### src/sv/assert_macros.svh
// Assertion macros shared by the RTL files.
`ifndef ASSERT_MACROS_SVH
`define ASSERT_MACROS_SVH

// Implication checked at every clock edge outside reset.
`define ASSERT_IMPL(label, clk, rst_n, pre, post) \
    label: assert property (@(posedge clk) disable iff (!rst_n) (pre) |-> (post)) \
        else $error("assertion failed");

// Non-overlapping implication: the consequent is checked after the antecedent.
`define ASSERT_NEXT(label, clk, rst_n, pre, post) \
    label: assert property (@(posedge clk) disable iff (!rst_n) (pre) |=> (post)) \
        else $error("assertion failed");

`endif

### src/sv/cke_pkg.sv
`timescale 1ns / 1ps
`default_nettype none
package cke_pkg;
    localparam int MaxDigits = 9;
    localparam int ValW = 30;
    localparam int CntW = 4;
    localparam int CountLimit = 15;
    localparam logic [ValW-1:0] ValueLimit = 30'd999999999;

    localparam logic [2:0] CMD_DIGIT = 3'd0;
    localparam logic [2:0] CMD_ADD = 3'd1;
    localparam logic [2:0] CMD_SUB = 3'd2;
    localparam logic [2:0] CMD_MUL = 3'd3;
    localparam logic [2:0] CMD_DIV = 3'd4;
    localparam logic [2:0] CMD_EQUALS = 3'd5;
    localparam logic [2:0] CMD_CLEAR = 3'd6;

    localparam logic [2:0] ST_ENTRY = 3'd0;
    localparam logic [2:0] ST_RESULT = 3'd1;
    localparam logic [2:0] ST_TOO_BIG = 3'd2;
    localparam logic [2:0] ST_TOO_SMALL = 3'd3;
    localparam logic [2:0] ST_DIV_ZERO = 3'd4;
    localparam logic [2:0] ST_CLEARED = 3'd5;
    localparam logic [2:0] ST_UNCHANGED = 3'd6;

    typedef struct packed {
        logic [2:0] command;
        logic [3:0] digit;
    } key_t;

    typedef struct packed {
        logic [ValW-1:0] shown_value;
        logic [CntW-1:0] shown_digits;
        logic [2:0] status;
    } disp_t;

    // Request to and answer from the serial arithmetic unit.
    typedef struct packed {
        logic start;
        logic [2:0] op;
        logic [ValW-1:0] a;
        logic [ValW-1:0] b;
    } alu_req_t;

    typedef struct packed {
        logic done;
        logic [2:0] status;
        logic [ValW-1:0] value;
    } alu_rsp_t;
endpackage
`default_nettype wire

### src/sv/cke_if.sv
`timescale 1ns / 1ps
`default_nettype none
interface cke_key_if;
    logic valid;
    logic ready;
    cke_pkg::key_t data;
    modport source (output valid, output data, input ready);
    modport sink (input valid, input data, output ready);
endinterface

interface cke_disp_if;
    logic valid;
    logic ready;
    cke_pkg::disp_t data;
    modport source (output valid, output data, input ready);
    modport sink (input valid, input data, output ready);
endinterface
`default_nettype wire

### src/sv/cke_alu.sv
`timescale 1ns / 1ps
`default_nettype none
`include "assert_macros.svh"
// Bit-serial arithmetic: one bit of the operands per cycle.
module cke_alu (
    input wire logic clk,
    input wire logic rst_n,
    input wire cke_pkg::alu_req_t req,
    output cke_pkg::alu_rsp_t rsp
);
    localparam int W = cke_pkg::ValW;
    localparam int CW = $clog2(W + 1);

    logic busy_reg, busy_next;
    logic [CW-1:0] cnt_reg, cnt_next;
    logic [2:0] op_reg, op_next;
    logic [W-1:0] a_reg, a_next;   // shifts out (add/sub lsb first, div msb first; held for mul)
    logic [W-1:0] b_reg, b_next;
    logic [W:0] acc_reg, acc_next; // product or remainder
    logic [W-1:0] q_reg, q_next;   // quotient, sum or difference bits
    logic carry_reg, carry_next;
    logic big_reg, big_next;       // product has overflowed the limit
    logic done_reg, done_next;
    logic [2:0] st_reg, st_next;
    logic [W-1:0] val_reg, val_next;

    logic [W:0] sum;
    logic [W:0] trial;
    logic fa;

    always_comb
    begin
        busy_next = busy_reg;
        cnt_next = cnt_reg;
        op_next = op_reg;
        a_next = a_reg;
        b_next = b_reg;
        acc_next = acc_reg;
        q_next = q_reg;
        carry_next = carry_reg;
        big_next = big_reg;
        done_next = 1'b0;
        sum = '0;
        trial = '0;
        fa = 1'b0;
        if (req.start)
        begin
            busy_next = 1'b1;
            cnt_next = '0;
            op_next = req.op;
            a_next = req.a;
            b_next = req.b;
            acc_next = '0;
            q_next = '0;
            carry_next = (req.op == cke_pkg::CMD_SUB);
            big_next = 1'b0;
        end
        else if (busy_reg)
        begin
            cnt_next = cnt_reg + 1'b1;
            case (op_reg)
                cke_pkg::CMD_ADD, cke_pkg::CMD_SUB:
                begin
                    // One full adder step per cycle; subtract adds the inverse.
                    fa = a_reg[0] ^ (b_reg[0] ^ (op_reg == cke_pkg::CMD_SUB)) ^ carry_reg;
                    carry_next = (a_reg[0] & (b_reg[0] ^ (op_reg == cke_pkg::CMD_SUB)))
                        | (carry_reg & (a_reg[0] ^ b_reg[0] ^ (op_reg == cke_pkg::CMD_SUB)));
                    q_next = {fa, q_reg[W-1:1]};
                    a_next = a_reg >> 1;
                    b_next = b_reg >> 1;
                end
                cke_pkg::CMD_MUL:
                begin
                    // Shift-add from the top bit of b: acc = acc*2, plus a when that bit is 1.
                    sum = {acc_reg[W-1:0], 1'b0};
                    if (acc_reg[W] || acc_reg[W-1])
                        big_next = 1'b1;
                    if (b_reg[W-1])
                        sum = sum + {1'b0, a_reg};
                    if (sum > {1'b0, cke_pkg::ValueLimit})
                        big_next = 1'b1;
                    acc_next = sum;
                    b_next = b_reg << 1;
                end
                default:
                begin
                    // Restoring division, one quotient bit per cycle.
                    trial = {acc_reg[W-1:0], a_reg[W-1]};
                    a_next = a_reg << 1;
                    if (trial >= {1'b0, b_reg})
                    begin
                        acc_next = trial - {1'b0, b_reg};
                        q_next = {q_reg[W-2:0], 1'b1};
                    end
                    else
                    begin
                        acc_next = trial;
                        q_next = {q_reg[W-2:0], 1'b0};
                    end
                end
            endcase
            if (cnt_reg == CW'(W - 1))
            begin
                busy_next = 1'b0;
                done_next = 1'b1;
            end
        end
        else if (done_reg == 1'b0 && cnt_reg == CW'(W))
        begin
            cnt_next = '0;
        end
    end

    // Final verdict, registered while done_reg is high and shown with rsp.done.
    logic fin_reg;
    always_comb
    begin
        st_next = cke_pkg::ST_RESULT;
        val_next = '0;
        case (op_reg)
            cke_pkg::CMD_ADD:
                if ({carry_reg, q_reg} > {1'b0, cke_pkg::ValueLimit})
                    st_next = cke_pkg::ST_TOO_BIG;
                else
                    val_next = q_reg;
            cke_pkg::CMD_SUB:
                if (!carry_reg)
                    st_next = cke_pkg::ST_TOO_SMALL;
                else
                    val_next = q_reg;
            cke_pkg::CMD_MUL:
                if (big_reg)
                    st_next = cke_pkg::ST_TOO_BIG;
                else
                    val_next = acc_reg[W-1:0];
            default:
                if (b_reg == '0)
                    st_next = cke_pkg::ST_DIV_ZERO;
                else
                    val_next = q_reg;
        endcase
    end

    always_ff @(posedge clk or negedge rst_n)
    begin
        if (!rst_n)
        begin
            busy_reg <= 1'b0;
            cnt_reg <= '0;
            done_reg <= 1'b0;
            fin_reg <= 1'b0;
        end
        else
        begin
            busy_reg <= busy_next;
            cnt_reg <= cnt_next;
            done_reg <= done_next;
            fin_reg <= done_reg;
        end
    end

    always_ff @(posedge clk)
    begin
        op_reg <= op_next;
        a_reg <= a_next;
        b_reg <= (busy_reg && op_reg == cke_pkg::CMD_MUL && !req.start) ? b_next
                 : (req.start ? req.b : (busy_reg && op_reg != cke_pkg::CMD_DIV
                    && op_reg != cke_pkg::CMD_MUL ? b_next : b_reg));
        acc_reg <= acc_next;
        q_reg <= q_next;
        carry_reg <= carry_next;
        big_reg <= big_next;
        if (done_reg)
        begin
            st_reg <= st_next;
            val_reg <= val_next;
        end
    end

    assign rsp.done = fin_reg;
    assign rsp.status = st_reg;
    assign rsp.value = val_reg;

    `ASSERT_IMPL(a_no_start_busy, clk, rst_n, busy_reg, !req.start)
    `ASSERT_NEXT(a_fin_follows, clk, rst_n, done_reg, fin_reg && !busy_reg)
endmodule
`default_nettype wire

### src/sv/cke_ctrl.sv
`timescale 1ns / 1ps
`default_nettype none
`include "assert_macros.svh"
// Key decoder and calculator state; drives the arithmetic unit.
module cke_ctrl (
    input wire logic clk,
    input wire logic rst_n,
    cke_key_if.sink key,
    cke_disp_if.source disp,
    output cke_pkg::alu_req_t req,
    input wire cke_pkg::alu_rsp_t rsp
);
    localparam int W = cke_pkg::ValW;
    localparam int N = cke_pkg::CntW;

    typedef enum logic [3:0] {
        S_IDLE = 4'b0001,
        S_MUL = 4'b0010,
        S_EVAL = 4'b0100,
        S_OUT = 4'b1000
    } state_t;

    state_t state_reg, state_next;
    logic [W-1:0] ev_reg, ev_next;
    logic [N-1:0] ec_reg, ec_next;
    logic [W-1:0] op0_reg, op0_next, op1_reg, op1_next;
    logic [1:0] oc_reg, oc_next;
    logic [2:0] pend_reg, pend_next;
    logic [2:0] cmd_reg, cmd_next;
    logic [3:0] dig_reg, dig_next;
    logic [W+3:0] nv_reg, nv_next;      // entry times ten plus digit
    logic ovalid_reg, ovalid_next;
    cke_pkg::disp_t od_reg, od_next;
    logic start;

    // Entry value times ten, registered before the compare.
    logic [W+3:0] times_ten;
    assign times_ten = {1'b0, ev_reg, 3'b000} + {3'b000, ev_reg, 1'b0}
        + {{W{1'b0}}, dig_reg};

    assign key.ready = (state_reg == S_IDLE) && !ovalid_reg;
    assign disp.valid = ovalid_reg;
    assign disp.data = od_reg;

    always_comb
    begin
        logic [1:0] oc;
        logic [W-1:0] o0;
        logic [W-1:0] o1;
        state_next = state_reg;
        ev_next = ev_reg;
        ec_next = ec_reg;
        op0_next = op0_reg;
        op1_next = op1_reg;
        oc_next = oc_reg;
        pend_next = pend_reg;
        cmd_next = cmd_reg;
        dig_next = dig_reg;
        nv_next = nv_reg;
        ovalid_next = ovalid_reg;
        od_next = od_reg;
        start = 1'b0;
        oc = oc_reg;
        o0 = op0_reg;
        o1 = op1_reg;
        if (disp.valid && disp.ready)
            ovalid_next = 1'b0;
        case (state_reg)
            S_IDLE:
                if (key.valid && key.ready)
                begin
                    cmd_next = key.data.command;
                    dig_next = key.data.digit;
                    od_next.shown_value = ev_reg;
                    od_next.shown_digits = ec_reg;
                    od_next.status = cke_pkg::ST_UNCHANGED;
                    case (key.data.command)
                        cke_pkg::CMD_DIGIT:
                            state_next = S_MUL;
                        cke_pkg::CMD_ADD, cke_pkg::CMD_SUB, cke_pkg::CMD_MUL,
                        cke_pkg::CMD_DIV, cke_pkg::CMD_EQUALS:
                        begin
                            if (key.data.command != cke_pkg::CMD_EQUALS || pend_reg != '0)
                            begin
                                // Push a non-empty entry.
                                if (ec_reg != '0 && oc_reg == 2'd0)
                                begin
                                    o0 = ev_reg;
                                    oc = 2'd1;
                                end
                                else if (ec_reg != '0 && oc_reg == 2'd1)
                                begin
                                    o1 = ev_reg;
                                    oc = 2'd2;
                                end
                                op0_next = o0;
                                op1_next = o1;
                                oc_next = oc;
                                if (oc == 2'd2 && pend_reg != '0)
                                begin
                                    start = 1'b1;
                                    state_next = S_EVAL;
                                end
                                else
                                begin
                                    if (key.data.command == cke_pkg::CMD_EQUALS)
                                        oc_next = 2'd0;
                                    else
                                    begin
                                        pend_next = key.data.command;
                                        ev_next = '0;
                                        ec_next = '0;
                                        od_next.shown_value = '0;
                                        od_next.shown_digits = '0;
                                    end
                                    ovalid_next = 1'b1;
                                end
                            end
                            else
                                ovalid_next = 1'b1;
                        end
                        cke_pkg::CMD_CLEAR:
                        begin
                            ev_next = '0;
                            ec_next = '0;
                            od_next.shown_value = '0;
                            od_next.shown_digits = '0;
                            od_next.status = cke_pkg::ST_CLEARED;
                            ovalid_next = 1'b1;
                        end
                        default:
                            ovalid_next = 1'b1;
                    endcase
                end
            S_MUL:
            begin
                nv_next = times_ten;
                state_next = S_OUT;
            end
            S_OUT:
            begin
                if (dig_reg <= 4'd9 && 32'(ec_reg) < cke_pkg::MaxDigits
                    && 32'(ec_reg) < cke_pkg::CountLimit
                    && nv_reg <= (W+4)'(cke_pkg::ValueLimit))
                begin
                    ev_next = nv_reg[W-1:0];
                    ec_next = ec_reg + 1'b1;
                    od_next.shown_value = nv_reg[W-1:0];
                    od_next.shown_digits = ec_reg + 1'b1;
                    od_next.status = cke_pkg::ST_ENTRY;
                end
                ovalid_next = 1'b1;
                state_next = S_IDLE;
            end
            S_EVAL:
                if (rsp.done)
                begin
                    ev_next = '0;
                    ec_next = '0;
                    od_next.shown_value = rsp.value;
                    od_next.shown_digits = '0;
                    od_next.status = rsp.status;
                    if (rsp.status == cke_pkg::ST_RESULT)
                    begin
                        op0_next = rsp.value;
                        oc_next = 2'd1;
                    end
                    else
                        oc_next = 2'd0;
                    if (cmd_reg == cke_pkg::CMD_EQUALS)
                        oc_next = 2'd0;
                    else
                        pend_next = cmd_reg;
                    ovalid_next = 1'b1;
                    state_next = S_IDLE;
                end
            default:
                state_next = S_IDLE;
        endcase
    end

    assign req.start = start;
    assign req.op = pend_reg;
    assign req.a = op0_next;
    assign req.b = op1_next;

    always_ff @(posedge clk or negedge rst_n)
    begin
        if (!rst_n)
        begin
            state_reg <= S_IDLE;
            ev_reg <= '0;
            ec_reg <= '0;
            op0_reg <= '0;
            op1_reg <= '0;
            oc_reg <= '0;
            pend_reg <= '0;
            ovalid_reg <= 1'b0;
        end
        else
        begin
            state_reg <= state_next;
            ev_reg <= ev_next;
            ec_reg <= ec_next;
            op0_reg <= op0_next;
            op1_reg <= op1_next;
            oc_reg <= oc_next;
            pend_reg <= pend_next;
            ovalid_reg <= ovalid_next;
        end
    end

    always_ff @(posedge clk)
    begin
        cmd_reg <= cmd_next;
        dig_reg <= dig_next;
        nv_reg <= nv_next;
        od_reg <= od_next;
    end

    `ASSERT_IMPL(a_no_take_busy, clk, rst_n, state_reg != S_IDLE, !key.ready)
    `ASSERT_IMPL(a_start_has_two, clk, rst_n, start, oc_next == 2'd2)
    `ASSERT_NEXT(a_stall_holds, clk, rst_n, disp.valid && !disp.ready, disp.valid)
endmodule
`default_nettype wire

### src/sv/calculator_keystroke_engine.sv
`timescale 1ns / 1ps
`default_nettype none
// Four-function calculator keystroke engine.
// Channel key carries one keystroke (command, digit) per transaction;
// channel disp returns exactly one display transaction per key
// (shown_value, shown_digits, status).
// A digit key passes through S_MUL and S_OUT before its display
// transaction; clear, equals without evaluation and lone operators
// answer straight from S_IDLE, and an evaluating operator or equals
// waits in S_EVAL on the bit-serial unit, one operand bit per cycle.
// One key is processed at a time; key.ready is low while a key is being
// worked on or while its display transaction is still waiting.
// If the receiver stalls, the display transaction is held stable and no
// new key is taken until it is delivered.
// Reset (rst_n low) empties the entry, drops both operands and clears
// the pending operator.
module calculator_keystroke_engine (
    input wire logic clk,
    input wire logic rst_n,
    cke_key_if.sink key,
    cke_disp_if.source disp
);
    cke_pkg::alu_req_t req;
    cke_pkg::alu_rsp_t rsp;

    cke_ctrl u_ctrl (
        .clk(clk),
        .rst_n(rst_n),
        .key(key),
        .disp(disp),
        .req(req),
        .rsp(rsp)
    );

    cke_alu u_alu (
        .clk(clk),
        .rst_n(rst_n),
        .req(req),
        .rsp(rsp)
    );
endmodule
`default_nettype wire

### src/flat_wrapper.sv
// flat-port wrapper written by rule: the top's interface ports become plain ports
module calculator_keystroke_engine_flat 
  (clk, rst_n, key_valid, key_data, key_ready, disp_valid, disp_data, disp_ready);
  cke_key_if key_i ();
  cke_disp_if disp_i ();
  input wire logic clk;
  input wire logic rst_n;
  input wire logic [$bits(key_i.valid)-1:0] key_valid;
  input wire logic [$bits(key_i.data)-1:0] key_data;
  output wire logic [$bits(key_i.ready)-1:0] key_ready;
  output wire logic [$bits(disp_i.valid)-1:0] disp_valid;
  output wire logic [$bits(disp_i.data)-1:0] disp_data;
  input wire logic [$bits(disp_i.ready)-1:0] disp_ready;
  assign key_i.valid = key_valid;
  assign key_i.data = key_data;
  assign key_ready = key_i.ready;
  assign disp_valid = disp_i.valid;
  assign disp_data = disp_i.data;
  assign disp_i.ready = disp_ready;
  calculator_keystroke_engine u_core (.clk(clk), .rst_n(rst_n), .key(key_i), .disp(disp_i));
endmodule
### config.mk
export PLATFORM = sky130hd
export DESIGN_NAME = calculator_keystroke_engine_flat
export DESIGN_NICKNAME = d
export VERILOG_FILES = /design/src/sv/cke_pkg.sv /design/src/sv/cke_if.sv /design/src/sv/cke_alu.sv /design/src/sv/cke_ctrl.sv /design/src/sv/calculator_keystroke_engine.sv /design/src/flat_wrapper.sv
export VERILOG_INCLUDE_DIRS = /design/src /design/src/sv
export SDC_FILE = /design/constraint.sdc
export NUM_CORES = 1
export LEC_CHECK = 0
export ABC_AREA = 1
export BUFFER_PORTS_ARGS = -buffer_cell sky130_fd_sc_hd__buf_2
export CAP_MARGIN = 10
export CORE_ASPECT_RATIO = 0.7
export CORE_UTILIZATION = 46
export DETAILED_ROUTE_END_ITERATION = 8
export GPL_TIMING_DRIVEN = 0
export PLACE_DENSITY = 0.66
export REMOVE_ABC_BUFFERS = 1
export SLEW_MARGIN = 0
export SYNTH_ARGS = -nofsm -noshare
export SYNTH_HDL_FRONTEND = slang
export SYNTH_SLANG_ARGS = --single-unit
export TNS_END_PERCENT = 1
### constraint.sdc
create_clock -name clk -period 6.2 [get_ports clk]
set_input_delay 0.31 -clock clk [delete_from_list [all_inputs] [get_ports clk]]
set_output_delay 0.31 -clock clk [all_outputs]
set_load 0.01 [all_outputs]
======== Yosys cells after proc, flatten, opt, wreduce, memory -nomap -nowiden ========
Index checks and enable logic that the tools add are counted.
cells by class
  add/subtract/negate cells ............... 6
  order comparisons ....................... 7
  equality and inequality tests ........... 38
  muxes and demuxes ....................... 120
  bitwise gates (word level) .............. 11
  reductions and logical operators ........ 43
operator list
  kind                    count
  $mux W30                29
  $pmux W30 S2            5
  $pmux W30 S3            2
  $mux W31                5
  $mux W37                3
  $pmux W37 S3            1
  $mux W34                3
  $pmux W34 S2            1
  $gt A31 B30 Y1 const B  2
  $pmux W31 S2            1
  $mux W4                 10
  $add A33 B31 Y34        1
  $add A34 B4 Y34         1
  $le A34 B30 Y1 const B  1
  $mux W2                 17
  $add A31 B30 Y31        1
  $ge A31 B30 Y1          1
  $sub A31 B30 Y31        1
  $logic_not A30 Y1       1
  $mux W3                 8
  $pmux W4 S3             2
  $mux W1                 23
  $ne A3 B3 Y1 const B    6
  $pmux W4 S2             2
  43 further kinds        98
word-level totals
  register bits ........................... 349
  output and inout bits ................... 39
  word-level logic and storage cells ...... 252

======== Longest topological paths before layout ========
  depth after elaboration ................. 19
  gate-level depth with buffers ........... 23
  gate-level depth less buffers ........... 23

======== Hierarchy ========
A second synthesis with hierarchy kept.
second synthesis, totals
  cell total of the unflattened synthesis .. 3260
  area total of the unflattened synthesis .. 23986.8 um^2
by module, submodules not included
  module    times used  cells an instance  area each (um^2)  seq. area each (um^2)
  cke_alu   1           1934               13228.9           4354.2
  cke_ctrl  1           1326               10757.8           4946.0

======== Least setup slack after synthesis ========
OpenSTA, ideal clock, no wires.
  path kind ............................... reg-to-reg
  start ................................... register u_core.u_alu.op_reg[2]
  end ..................................... register (tool-made name)
  setup time .............................. 459 ps
  arrival ................................. 2998 ps
  required time ........................... 5741 ps
  setup slack ............................. 2743 ps
  cell stages (with the launch flop) ...... 5
  path buffers ............................ 0
  cells stage by stage .................... edfxtp_1 or2_1 nor2_1 nor2_1 o21ai_0
RTL lines
  what                    RTL line        RTL
  from (decl)             cke_alu.sv:16   logic [2:0] op_reg, op_next;
  from (signal assigned)  cke_alu.sv:164  op_reg <= op_next;

==> impl_results.md <==
- Area of the multi-input gates: 11400 µm²
- Fin area: 25000 µm²
- Initial antenna violation count: 1
- Most frequent cells after synthesis: 730 x nand2_1, 341 x inv_1, 225 x nor2_1
- Status: finished, final reports clean
- Post-CTS Setup Inserts: 0
- Setup Skew: 0.0266 ns
- I/O Buffers: 49
- Wire length on met3: 7.01 mm
- RePlAce Congestion: 1.01
- Pleak: 11.1 nW
- Pre-CTS setup slack: 1.04 ns
- Seq/Total Area, Yosys: 41.3%
- Crit path time final: 5.41 ns
- Max reg flops: 37
- Mean post-synth cell area: 7.88 µm²
- Largest family of logic cells by synthesized area: simple AND/OR/NAND/NOR gates
- Share of layout cells above drive strength 1: 7.59%
- Final std cells w/o fill: 3541
- Top FF cell, synth: edfxtp_1
- Mapped Cells: 2855
- Worst vdd ir: 0.269 mV
- Final WL: 71.9 mm
- M1 wire length: 34.3 mm
- Post-CTS Hold Buffers: 7
- CP arrival: 5.82 ns
- Setup ws final: 0.789 ns
- Worst Setup End Kind: register
- Worst setup SP type: register
- Antenna Cells: 0
- Post-Synthesis Cell Area: 22500 µm²
- HPWL Detailed: 54.9 mm
- #FFs+latches synth: 349
- Post-placement cell count: 3464
- Starting Density: 46.9%
- Adder-Cell Fraction of Synth Area: 7.30%
- Gate power share: 55.4%
- Largest net degree at the start of global routing: 86
- Fin util: 52.1%
- Post-synth EDFFs: 175
- Worst Tran Pin Value: 1.21 ns
- Top cells by area, synth: edfxtp_1 23%, dfrtp_1 12%, nand2_1 12%
- Worst Path Required: 6.61 ns
- Worst-path fanout max: 49
- CTS Sinks: 349
- Reg2reg setup slack: 0.79 ns
- Final Hold Vio Count: 0
- Clock Tree Buf Depth: 3
- Max_slew headroom: 19.2%
- Area grow syn2layout: 11.1%
- P_int: 7.58 mW
- Fraction of the mapped netlist area in compound gates: 19.1%
- Via count: 20600
- Layout fillers: 4571
- Chip height: 187 µm
- RSZ-0062 raised after global routing: no
- Clock share of power: 16.1%
- Largest area contributor in the netlist: edfxtp_1
- Core box area: 48000 µm²
- First-pass DRT Iterations: 6
- Htree depth: 2
- CTS buffer count: 36
- Drt via density: 5.81
- Antenna Violating Nets Remaining: 0
- Drt drc: 0
- Net Sw Power: 7.14 mW
- Top-area cell type share of the netlist area: 23.3%
- DR top layer: met4
- Die Wd: 266 µm
- WL/cell: 20.3 µm
- Proportion of synthesized area in mux cells: 0.200%
- Switch share: 48.5%
- Slew Limit Fails: 0
- Vias in the first global route: 18900
- Num rows: 67
- Post-synth ARST share: 32.1%
- Placed Area: 23600 µm²
- Power share of the sequential group: 28.5%
- Initial drt markers: 2648
- Gr usage total: 28.5%
- Clock Latency Late Sink: 0.56 ns
- # Max-Cap Violations: 0
- Cell Pwr Density: 589 nW/µm²
- First-pass GRT wire length: 110 mm
- FF/Latch Area: 9300 µm²
- Die ar.: 49800 µm²
- Global route total overflow: 0
- Top-count cell post-synth: nand2_1
- Io pins: 50
- Clock slew at reported path FFs: 0.07 ns
- Final setup fails: 0
- Post-synthesis xor/xnor area fraction: 2.30%
- CP Class: register to register
- CTS tree: yes
- Min Hold Slack: 0.0392 ns
- Max Freq: 185 MHz
- Yosys cell types: 64
- Part of the cycle the worst path needs: 87.3%
- Hold crit path type: primary input to register
- Post-cts resize count: 0
- Total of warnings raised by yosys: 0
- Fin nets: 2998
- Synth Area in Simple Gates: 21.5%
- Met2 WL: 29.1 mm
- Clock root buffer: clkbuf_16
-- area by class of cell --
type                    instances  area share, %
clock buffers                  49           4.00
clock inverters                17           1.14
inverters                     353           5.31
multi-input cells            2037           45.6
flip-flops and latches        349           37.2
well taps                     655           3.28
repair buffers                 81           3.47
-- metrics by stage --
stage               power (mW)  setup TNS, ns
detailed placement        12.1              0
finish                    14.7              0
floorplan                 9.64              0
CTS                       14.5              0
global placement          11.9        -224.66
global route              15.9              0
-- cells in the final DEF, fill, tap and decap left out, types with 8 or more instances in the layout --
cell type,count
buf_12,12
a31oi_1,41
nor3_1,27
buf_2,48
edfxtp_1,175
nand3b_1,11
o221ai_1,62
nor2_1,220
clkbuf_1,8
ha_1,125
nand3_1,129
dfxtp_1,62
a21o_1,10
o211ai_2,18
o221ai_2,9
o22ai_1,8
nor4_1,10
a21oi_2,16
xnor2_1,21
clkbuf_16,37
buf_16,8
o32ai_1,30
nand4_1,30
dfrtp_1,110
o21ai_0,181
a22oi_1,11
o211ai_1,40
inv_1,339
inv_2,10
xor2_1,38
o21ai_1,37
o21bai_1,10
a21oi_1,167
nand2_1,729
-- critical path, cell delays in order (launching register included) --
cell and delay [ns]:
edfxtp_1 0.50, buf_16 0.21, buf_16 0.17, inv_1 0.69, ha_1 0.37, nand2_1 0.12
nor4_1 0.89, nand4_1 0.55, nand3_2 0.84, inv_2 0.37, a21oi_1 0.22, nand2_1 0.07
nand3_1 0.08, a21oi_1 0.07
-- per-layer routing --
| layer | track usage, % | vias up |
|---|---|---|
| met3 | 6.74 | 94 |
| met1 | 44.4 | 9871 |
| met5 | 0 | - |
| li1 | - | 9798 |
| met2 | 39.2 | 820 |
| met4 | 6.39 | 0 |
-- worst paths after layout --
check                                              start                       end  depth (start not counted)
worst max-delay path                            register  u_core.u_alu.acc_reg[29]                         13
worst min-delay path                         key_data[4]  u_core.u_ctrl.cmd_reg[0]                          1
worst max register to register                  register  u_core.u_alu.acc_reg[29]                         13
worst min register to register  u_core.u_ctrl.dig_reg[0]   u_core.u_ctrl.nv_reg[0]                          0
max in group asynchronous                          rst_n   u_core.u_ctrl.ev_reg[0]                          3
min in group asynchronous                          rst_n   u_core.u_alu.cnt_reg[4]                          2
-- cell families (layout without fill, tap and decap cells) --
logic type                 Yosys count  after routing
adders and majority gates          129            129
muxes                                3              3
DFF                                349            349
xor gates and xnor gates            59             59
AOI/OAI and AO/OA                  667            667
and+or+nand+nor                   1179           1179
buffers and inverters              469            500
-- power by group through the flow --
| stage | sequential (mW) | combinational [mW] | clock, mW |
|---|---|---|---|
| floorplan | 4.04 | 5.60 | 0 |
| global placement | 4.25 | 7.60 | 0 |
| detailed placement | 4.22 | 7.92 | 0 |
| CTS | 4.18 | 7.97 | 2.39 |
| global route | 4.27 | 9.11 | 2.48 |
| finish | 4.20 | 8.15 | 2.37 |
No activity file was read; power rests on OpenSTA's default activity.
